==> src/sv/irt_pkg.sv <==
package irt_pkg;

	localparam int MAX_ENTRIES = 64;
	localparam int KEY_WIDTH   = 16;
	localparam int VALUE_WIDTH = 8;

	localparam int IDX_W = $clog2(MAX_ENTRIES);
	// scratch count reaches MAX_ENTRIES + 2 before the capacity check
	localparam int CNT_W = $clog2(MAX_ENTRIES + 3);
	localparam int ENTRY_W = KEY_WIDTH + VALUE_WIDTH;

	localparam int STATUS_W = 2;
	localparam logic [STATUS_W-1:0] STAT_DONE  = 2'd0;
	localparam logic [STATUS_W-1:0] STAT_EMPTY = 2'd1;
	localparam logic [STATUS_W-1:0] STAT_FULL  = 2'd2;

	localparam logic CMD_ASSIGN = 1'b0;
	localparam logic CMD_LOOKUP = 1'b1;

	typedef logic signed [KEY_WIDTH-1:0] key_t;
	typedef logic [VALUE_WIDTH-1:0] value_t;

	typedef struct packed {
		logic lt_lo;
		logic gt_hi;
	} cmp_t;

endpackage

==> src/sv/irt_ram.sv <==
module irt_ram #(
	parameter int WIDTH = 8,
	parameter int DEPTH = 16
) (
	input  logic                     clk,
	input  logic                     we,
	input  logic [$clog2(DEPTH)-1:0] waddr,
	input  logic [WIDTH-1:0]         wdata,
	input  logic [$clog2(DEPTH)-1:0] raddr,
	output logic [WIDTH-1:0]         rdata
);

	logic [WIDTH-1:0] mem [DEPTH];

	always_ff @(posedge clk) begin
		if (we) begin
			mem[waddr] <= wdata;
		end
		rdata <= mem[raddr];
	end

endmodule

==> src/sv/irt_cmp.sv <==
module irt_cmp (
	input  irt_pkg::key_t key,
	input  irt_pkg::key_t lo,
	input  irt_pkg::key_t hi,
	output irt_pkg::cmp_t res
);

	// signed order of breakpoint keys
	assign res.lt_lo = (key < lo);
	assign res.gt_hi = (key > hi);

endmodule

==> src/sv/interval_range_table.sv <==
// Interval range table: a sorted breakpoint table mapping every signed key to a value.
// Input words arrive on s_tvalid/s_tready; s_tuser carries the command (0 assign an
// interval, 1 look up a key). One result word per input leaves on m_tvalid/m_tready.
// cfg_wr_en/cfg_wr_data set the default value; write it only while the block is idle.
// A lookup walks the stored breakpoints up to the query key; an assign takes one step
// per stored entry plus one each for the begin and end breakpoints. An empty interval
// (begin not below end) skips the walk and returns status 1.
// One key comparator and one memory read port walk the table one entry per cycle,
// apart from the begin and end steps; the block takes one word at a time.
// The table sits in two banks of one RAM: an assign reads the live bank and writes
// the rebuilt, canonical table into the other, then swaps banks when it fits. A
// rebuild that would need more than MAX_ENTRIES breakpoints is dropped (status 2).
// Reset empties the table at once and clears the default to zero.
// A finished result sits in the output register; while the receiver stalls on an
// earlier result, the block waits before loading the new one and returning to idle.
module interval_range_table (
	input  logic        clk,
	input  logic        arst_n,
	input  logic        s_tvalid,
	output logic        s_tready,
	// [15:0] interval_begin, [31:16] interval_end, [39:32] new_value, [55:40] query_key
	input  logic [55:0] s_tdata,
	// [0] command
	input  logic [0:0]  s_tuser,
	output logic        m_tvalid,
	input  logic        m_tready,
	// [7:0] found_value, [9:8] status, [15:10] zero
	output logic [15:0] m_tdata,
	input  logic        cfg_wr_en,
	input  logic [irt_pkg::VALUE_WIDTH-1:0] cfg_wr_data
);

	localparam int KW = irt_pkg::KEY_WIDTH;
	localparam int VW = irt_pkg::VALUE_WIDTH;
	localparam int CW = irt_pkg::CNT_W;
	localparam int IW = irt_pkg::IDX_W;

	localparam logic [1:0] ST_IDLE = 2'd0;
	localparam logic [1:0] ST_EVAL = 2'd1;
	localparam logic [1:0] ST_FIN  = 2'd2;

	logic [1:0]      state_q;
	logic            lookup_q;
	logic [CW-1:0]   idx_q;
	logic [CW-1:0]   wr_q;
	logic [CW-1:0]   count_q;
	logic            bank_q;
	logic            begin_done_q;
	logic            end_done_q;
	irt_pkg::value_t last_q;
	irt_pkg::value_t run_q;
	irt_pkg::value_t def_q;
	irt_pkg::value_t nv_q;
	irt_pkg::key_t   lo_q;
	irt_pkg::key_t   hi_q;
	logic [irt_pkg::STATUS_W-1:0] status_q;
	logic            out_valid_q;
	logic [15:0]     out_data_q;

	logic [irt_pkg::ENTRY_W-1:0] rd_data;
	irt_pkg::key_t   rd_key;
	irt_pkg::value_t rd_val;
	irt_pkg::cmp_t   cmp;
	logic            at_end;
	logic            advance;
	logic            done;
	logic            em_req;
	irt_pkg::key_t   em_key;
	irt_pkg::value_t em_val;
	logic            em_new;
	logic            ram_we;
	logic [IW-1:0]   rd_idx;
	logic            out_free;
	irt_pkg::key_t   in_begin;
	irt_pkg::key_t   in_end;

	assign rd_key = rd_data[KW-1:0];
	assign rd_val = rd_data[KW+VW-1:KW];
	assign at_end = (idx_q == count_q);
	assign in_begin = s_tdata[15:0];
	assign in_end   = s_tdata[31:16];

	irt_cmp u_cmp (
		.key(rd_key),
		.lo (lo_q),
		.hi (hi_q),
		.res(cmp)
	);

	// one step of the walk: emit at most one breakpoint, advance, or both, or finish
	always_comb begin
		advance = 1'b0;
		done    = 1'b0;
		em_req  = 1'b0;
		em_key  = rd_key;
		em_val  = rd_val;
		if (state_q == ST_EVAL) begin
			if (lookup_q) begin
				if (at_end || cmp.gt_hi) begin
					done = 1'b1;
				end else begin
					advance = 1'b1;
				end
			end else if (!begin_done_q && (at_end || !cmp.lt_lo)) begin
				em_req = 1'b1;
				em_key = lo_q;
				em_val = nv_q;
			end else if (!end_done_q && (at_end || cmp.gt_hi)) begin
				em_req = 1'b1;
				em_key = hi_q;
				em_val = run_q;
			end else if (at_end) begin
				done = 1'b1;
			end else begin
				advance = 1'b1;
				em_req  = cmp.lt_lo || cmp.gt_hi;
			end
		end
	end

	// drop a breakpoint that repeats the value in force before it
	assign em_new = em_req && (em_val != last_q);
	assign ram_we = em_new && (wr_q < CW'(irt_pkg::MAX_ENTRIES));

	always_comb begin
		if (state_q == ST_IDLE) begin
			rd_idx = '0;
		end else if (advance) begin
			rd_idx = IW'(idx_q + CW'(1));
		end else begin
			rd_idx = idx_q[IW-1:0];
		end
	end

	irt_ram #(
		.WIDTH(irt_pkg::ENTRY_W),
		.DEPTH(2 * irt_pkg::MAX_ENTRIES)
	) u_ram (
		.clk  (clk),
		.we   (ram_we),
		.waddr({~bank_q, wr_q[IW-1:0]}),
		.wdata({em_val, em_key}),
		.raddr({bank_q, rd_idx}),
		.rdata(rd_data)
	);

	assign out_free = !out_valid_q || m_tready;

	always_ff @(posedge clk or negedge arst_n) begin
		if (!arst_n) begin
			state_q      <= ST_IDLE;
			count_q      <= '0;
			bank_q       <= 1'b0;
			def_q        <= '0;
			out_valid_q  <= 1'b0;
			lookup_q     <= 1'b0;
			begin_done_q <= 1'b0;
			end_done_q   <= 1'b0;
			idx_q        <= '0;
			wr_q         <= '0;
			status_q     <= irt_pkg::STAT_DONE;
		end else begin
			if (cfg_wr_en) begin
				def_q <= cfg_wr_data;
			end
			// raise the result word as the walk finishes, drop it once taken
			if (state_q == ST_FIN && out_free) begin
				out_valid_q <= 1'b1;
			end else if (out_valid_q && m_tready) begin
				out_valid_q <= 1'b0;
			end
			unique case (state_q)
				ST_IDLE: begin
					if (s_tvalid) begin
						lookup_q     <= (s_tuser[0] == irt_pkg::CMD_LOOKUP);
						idx_q        <= '0;
						wr_q         <= '0;
						begin_done_q <= 1'b0;
						end_done_q   <= 1'b0;
						if (s_tuser[0] != irt_pkg::CMD_LOOKUP && in_begin >= in_end) begin
							status_q <= irt_pkg::STAT_EMPTY;
							state_q  <= ST_FIN;
						end else begin
							status_q <= irt_pkg::STAT_DONE;
							state_q  <= ST_EVAL;
						end
					end
				end
				ST_EVAL: begin
					if (advance) begin
						idx_q <= idx_q + CW'(1);
					end
					if (em_new) begin
						wr_q <= wr_q + CW'(1);
					end
					if (em_req && em_key == lo_q && !begin_done_q) begin
						begin_done_q <= 1'b1;
					end else if (em_req && !advance && !end_done_q) begin
						end_done_q <= 1'b1;
					end
					if (done) begin
						if (!lookup_q && wr_q > CW'(irt_pkg::MAX_ENTRIES)) begin
							status_q <= irt_pkg::STAT_FULL;
						end
						state_q <= ST_FIN;
					end
				end
				ST_FIN: begin
					if (out_free) begin
						if (!lookup_q && status_q == irt_pkg::STAT_DONE) begin
							bank_q  <= ~bank_q;
							count_q <= wr_q;
						end
						state_q <= ST_IDLE;
					end
				end
				default: begin
					state_q <= ST_IDLE;
				end
			endcase
		end
	end

	// payload registers of the walk and the result
	always_ff @(posedge clk) begin
		if (state_q == ST_IDLE && s_tvalid) begin
			lo_q   <= in_begin;
			hi_q   <= (s_tuser[0] == irt_pkg::CMD_LOOKUP) ? s_tdata[55:40] : in_end;
			nv_q   <= s_tdata[39:32];
			run_q  <= def_q;
			last_q <= def_q;
		end else if (state_q == ST_EVAL) begin
			// track the value in force at the upper bound
			if (advance && !cmp.gt_hi) begin
				run_q <= rd_val;
			end
			if (em_new) begin
				last_q <= em_val;
			end
		end
		if (state_q == ST_FIN && out_free) begin
			out_data_q <= {6'd0, status_q, lookup_q ? run_q : VW'(0)};
		end
	end

	assign s_tready = (state_q == ST_IDLE);
	assign m_tvalid = out_valid_q;
	assign m_tdata  = out_data_q;

endmodule

==> config.mk <==
export PLATFORM = sky130hd
export DESIGN_NAME = interval_range_table
export DESIGN_NICKNAME = d
export VERILOG_FILES = /design/src/sv/irt_pkg.sv /design/src/sv/irt_ram.sv /design/src/sv/irt_cmp.sv /design/src/sv/interval_range_table.sv
export SDC_FILE = /design/constraint.sdc
export NUM_CORES = 2
export LEC_CHECK = 0
export BUFFER_PORTS_ARGS = -buffer_cell sky130_fd_sc_hd__buf_2
export CORE_MARGIN = 3
export CORE_UTILIZATION = 41
export CTS_BUF_LIST = sky130_fd_sc_hd__clkbuf_2 sky130_fd_sc_hd__clkbuf_4 sky130_fd_sc_hd__clkbuf_8
export DETAILED_ROUTE_END_ITERATION = 7
export PLACE_DENSITY = 0.64
export SYNTH_ARGS = -nofsm -noshare
export SYNTH_HDL_FRONTEND = slang
export SYNTH_SLANG_ARGS = --single-unit
==> constraint.sdc <==
create_clock -name clk -period 10.9 [get_ports clk]
set_clock_uncertainty 0.05 [all_clocks]
set_input_delay 0.545 -clock clk [delete_from_list [all_inputs] [get_ports clk]]
set_output_delay 0.545 -clock clk [all_outputs]
set_load 0.03 [all_outputs]
==> metrics.md <==
| Metric | Value |
|---|---|
| WP data arrival | `9.40 ns` |
| DRC violations left | `0` |
| CP peak stage delay | `1.38 ns` |
| Vias in the first global route | `85065` |
| Clk Latency, worst-skew pair | `1.06 ns` |
| Hold Vio Cnt, Final | `0` |
| Clock power share | `0.245` |
| Sequential-to-total area share from yosys stat | `0.740` |
| Post-synthesis async set-or-reset flop share | `0.0119` |
| Detailed Routing Iterations Pass 1 | `6` |
| Routed vias/inst | `6.02` |
| Routed Wire Length | `437000 um` |
| Hold depth | `3` |
| R2R depth | `15` |
| Comb pwr share | `0.322` |
| Leak | `50.2 nW` |
| Inserted Clock Buffers | `528` |
| Most common cell after layout, fill and taps aside | `edfxtp_1` |
| Warnings, synthesis | `0` |
| Power per cell area | `288 nW/um2` |
| Hold Crit Start | `s_tdata[24]` |
| Failing checks | `capacitance limit, slew limit` |
| DIE HEIGHT | `568 um` |
| Share of cells above drive strength 1 | `0.137` |
| HPWL Detailed | `251000 um` |
| Gpl congestion | `0.954` |
| CP startpoint kind | `flip-flop` |
| Tot Pwr | `0.0422 W` |
| Synth Cell Area | `129000 um2` |
| Num ports | `88` |
| Grt ovf | `0` |
| Cell Rows | `205` |
| Seq cells post-synth | `3200` |
| I/O Buffers | `81` |
| Main flop type after synthesis | `edfxtp_1` |
| Cell chain of the critical path | `ha_1 -> nand4_1 -> or3_1 -> a21o_1 -> and4_4 -> o311ai_4 -> buf_4 -> mux2_8 -> buf_4 -> nand2_1 -> a2111oi_0 -> a2111oi_0 -> o211ai_1 -> a311oi_1 -> nor4_1` |
| Worst-Margin Slew | `1.73 ns` |
| Count of cell types in the netlist | `94` |
| Tmin final | `8.56 ns` |
| RSZ-0062 raised after global routing | `no` |
| Final critical-path share of the clock period | `0.785` |
| Fmax | `0.117 GHz` |
| Total number of vias | `89906` |
| Flop pwr share | `0.434` |
| Drt initial violations | `13489` |
| Most frequent cells in the layout | `edfxtp_1 (3138), nand2_1 (2892), nand3_1 (1481)` |
| Crit path max fanout | `72` |
| WL/cell | `29.3 um` |
| Final setup TNS | `0 ns` |
| Syn avg cell area | `12.9 um2` |
| CP max stage cell | `a2111oi_0` |
| Die width | `568 um` |
| Worst Setup SP | `u_ram.rdata[14]` |
| HP Class | `in2reg` |
| Global Route Usage Sum | `0.263` |
| Die area | `322000 um2` |
| Post-Synthesis Cells | `10024` |
| Type of the worst setup path | `reg2reg` |
| Final Max Slew Viols | `9` |
| Worst vdd ir | `0.000523 V` |
| Antenna violations before repair | `37` |
| Initial core utilization | `0.413` |
| Clock transition at path regs | `0.06 ns` |
| Psw | `0.0162 W` |
| Run status | `complete, but fails checks` |
| Sw Ratio | `0.385` |
| Worst EP required | `11.73 ns` |
| CTS H-tree depth | `6` |
| EDFF count, synth | `3138` |
| Critical path endpoint category | `flip-flop` |
| Layout Area Growth over Synthesis | `13.4%` |
| Core area | `313000 um2` |
| Largest net degree at the start of global routing | `151` |
| # setup viols final | `0` |
| Clock sinks | `3200` |
| Max_slew headroom | `-0.167` |
| Buffers from clock root to sink, at most | `4` |
| CTS tree | `done` |
| Setup bufs post-CTS | `0` |
| Fin nets | `10501` |
| FF-to-FF Start | `u_ram.rdata[14]` |
| Int Pwr | `0.0260 W` |
| Max Cap Viol | `5` |
| First-pass GRT wire length | `618000 um` |
| Clock Tree Root | `clkbuf_8` |
| Routed Antenna Nets | `0` |
per-stage QoR:
step	cell area, um2	setup WS [ns]	hold slack (ns)	utilization	instances
2_1_floorplan	129000	2.15	0.199	-	10029
3_3_place_gp	136000	2.04	0.413	0.433	13914
3_5_place_dp	136000	2.86	0.414	0.433	13918
4_1_cts	147000	2.89	0.00725	0.468	14909
5_1_grt	147000	2.72	0.0574	0.468	14912
6_report	147000	2.34	0.0259	0.469	14925
path summary, 6_finish.rpt:
check                                  to  slack [ns]
setup / recovery           u_ram.rdata[7]        2.34
hold / removal                    hi_q[8]        0.03
setup reg to reg           u_ram.rdata[7]        2.34
hold reg to reg                m_tdata[8]        0.43
max in group asynchronous         wr_q[2]       10.19
min in group asynchronous        def_q[6]        0.09
cell usage after synthesis, types with 7 or more instances:
library cell	instances	area [um2]
a31oi_1	233	1460
a211oi_1	16	120
nor3_1	77	385
o221ai_1	10	87.6
o21ai_1	7	35.0
a32oi_1	44	385
or2_2	7	43.8
o211ai_1	15	113
o22ai_1	62	388
xnor2_1	14	123
buf_6	12	135
dfxtp_1	24	480
a22oi_1	11	82.6
clkbuf_1	170	638
o2111ai_1	7	61.3
mux2_2	25	282
nand2b_1	15	93.8
a41o_1	9	90.1
nand4_1	80	500
a2111oi_0	19	166
nor2_1	74	278
o21ai_0	117	586
a21o_1	9	67.6
buf_1	55	206
o31ai_1	13	97.6
a221oi_1	11	96.3
nor2b_1	13	81.3
nor4_1	133	832
nand2_1	2900	10900
inv_1	72	270
o21a_1	9	67.6
ha_1	50	626
buf_4	51	383
dfrtp_1	38	951
xor2_1	14	123
nand3_1	1482	7420
or4_1	13	97.6
a21oi_1	192	961
buf_2	376	1880
and2_1	11	68.8
mux2i_1	122	1220
a311oi_1	51	447
or3_1	10	62.6
and3_1	126	788
edfxtp_1	3138	94200
cells by family (layout without fill, tap and decap cells):
group | after synthesis | count (layout) | share of synthesized area
and+or+nand+nor | 4970 | 4970 | 0.169
AOI/OAI and AO/OA | 886 | 886 | 0.0450
DFF | 3200 | 3200 | 0.740
buffers and inverters | 736 | 1476 | 0.0272
xor gates and xnor gates | 30 | 30 | 0.00215
adders and majority gates | 50 | 50 | 0.00484
other | 1 | 22 | 0.0000290
muxes | 151 | 151 | 0.0122
power groups by stage:
stage               clock network [W]  logic (W)  registers, W
detailed placement                  0     0.0133        0.0185
CTS                            0.0104     0.0133        0.0183
global route                   0.0110     0.0143        0.0183
global placement                    0     0.0130        0.0185
finish                         0.0103     0.0136        0.0183
floorplan                           0    0.00697        0.0191
sequential cells by signal, summed over array words and instances (netlist names), 2 cells and up:
register,flops
u_ram.mem,3072
u_ram.rdata,24
hi_q,16
lo_q,16
m_tdata,10
def_q,8
last_q,8
nv_q,8
run_q,8
count_q,7
idx_q,7
wr_q,7
state_q,2
status_q,2
routing by layer:
| layer | vias to the layer above | routed length [um] | part of all wire | track usage |
|---|---|---|---|---|
| met1 | 44781 | 164000 | 0.38 | 0.353 |
| met4 | 10 | 22500 | 0.052 | 0.124 |
| met5 | - | 73 | 0.00017 | 0.00119 |
| li1 | 37745 | - | - | - |
| met3 | 1073 | 56600 | 0.13 | 0.0722 |
| met2 | 6297 | 193000 | 0.44 | 0.395 |
layout make-up:
class                           instances  area (um2)
Fill cell                           27191      166000
Sequential cell                      3200       95700
Multi-Input combinational cell       6093       31300
Clock buffer                          717        8810
Tap cell                             4140        5180
Timing Repair Buffer                  486        3970
Clock inverter                        201        1360
Inverter                               72         288
Antenna cell                           16        40.0
repair_timing:
action | 4_1_cts | 5_1_grt
resized for setup | 0 | 0
hold buffers | 73 | 0
endpoints found under the hold margin | 90 | 0
critical path, delay by kind of cell (launching register included):
kind / cells / cell delay [ns]
muxes: 1 / 0.70
AOI/OAI and AO/OA: 6 / 3.16
DFF: 1 / 0.66
buffers and inverters: 2 / 1.19
and+or+nand+nor: 5 / 2.27
adders and majority gates: 1 / 0.26
(Power assumes the default switching activity.)
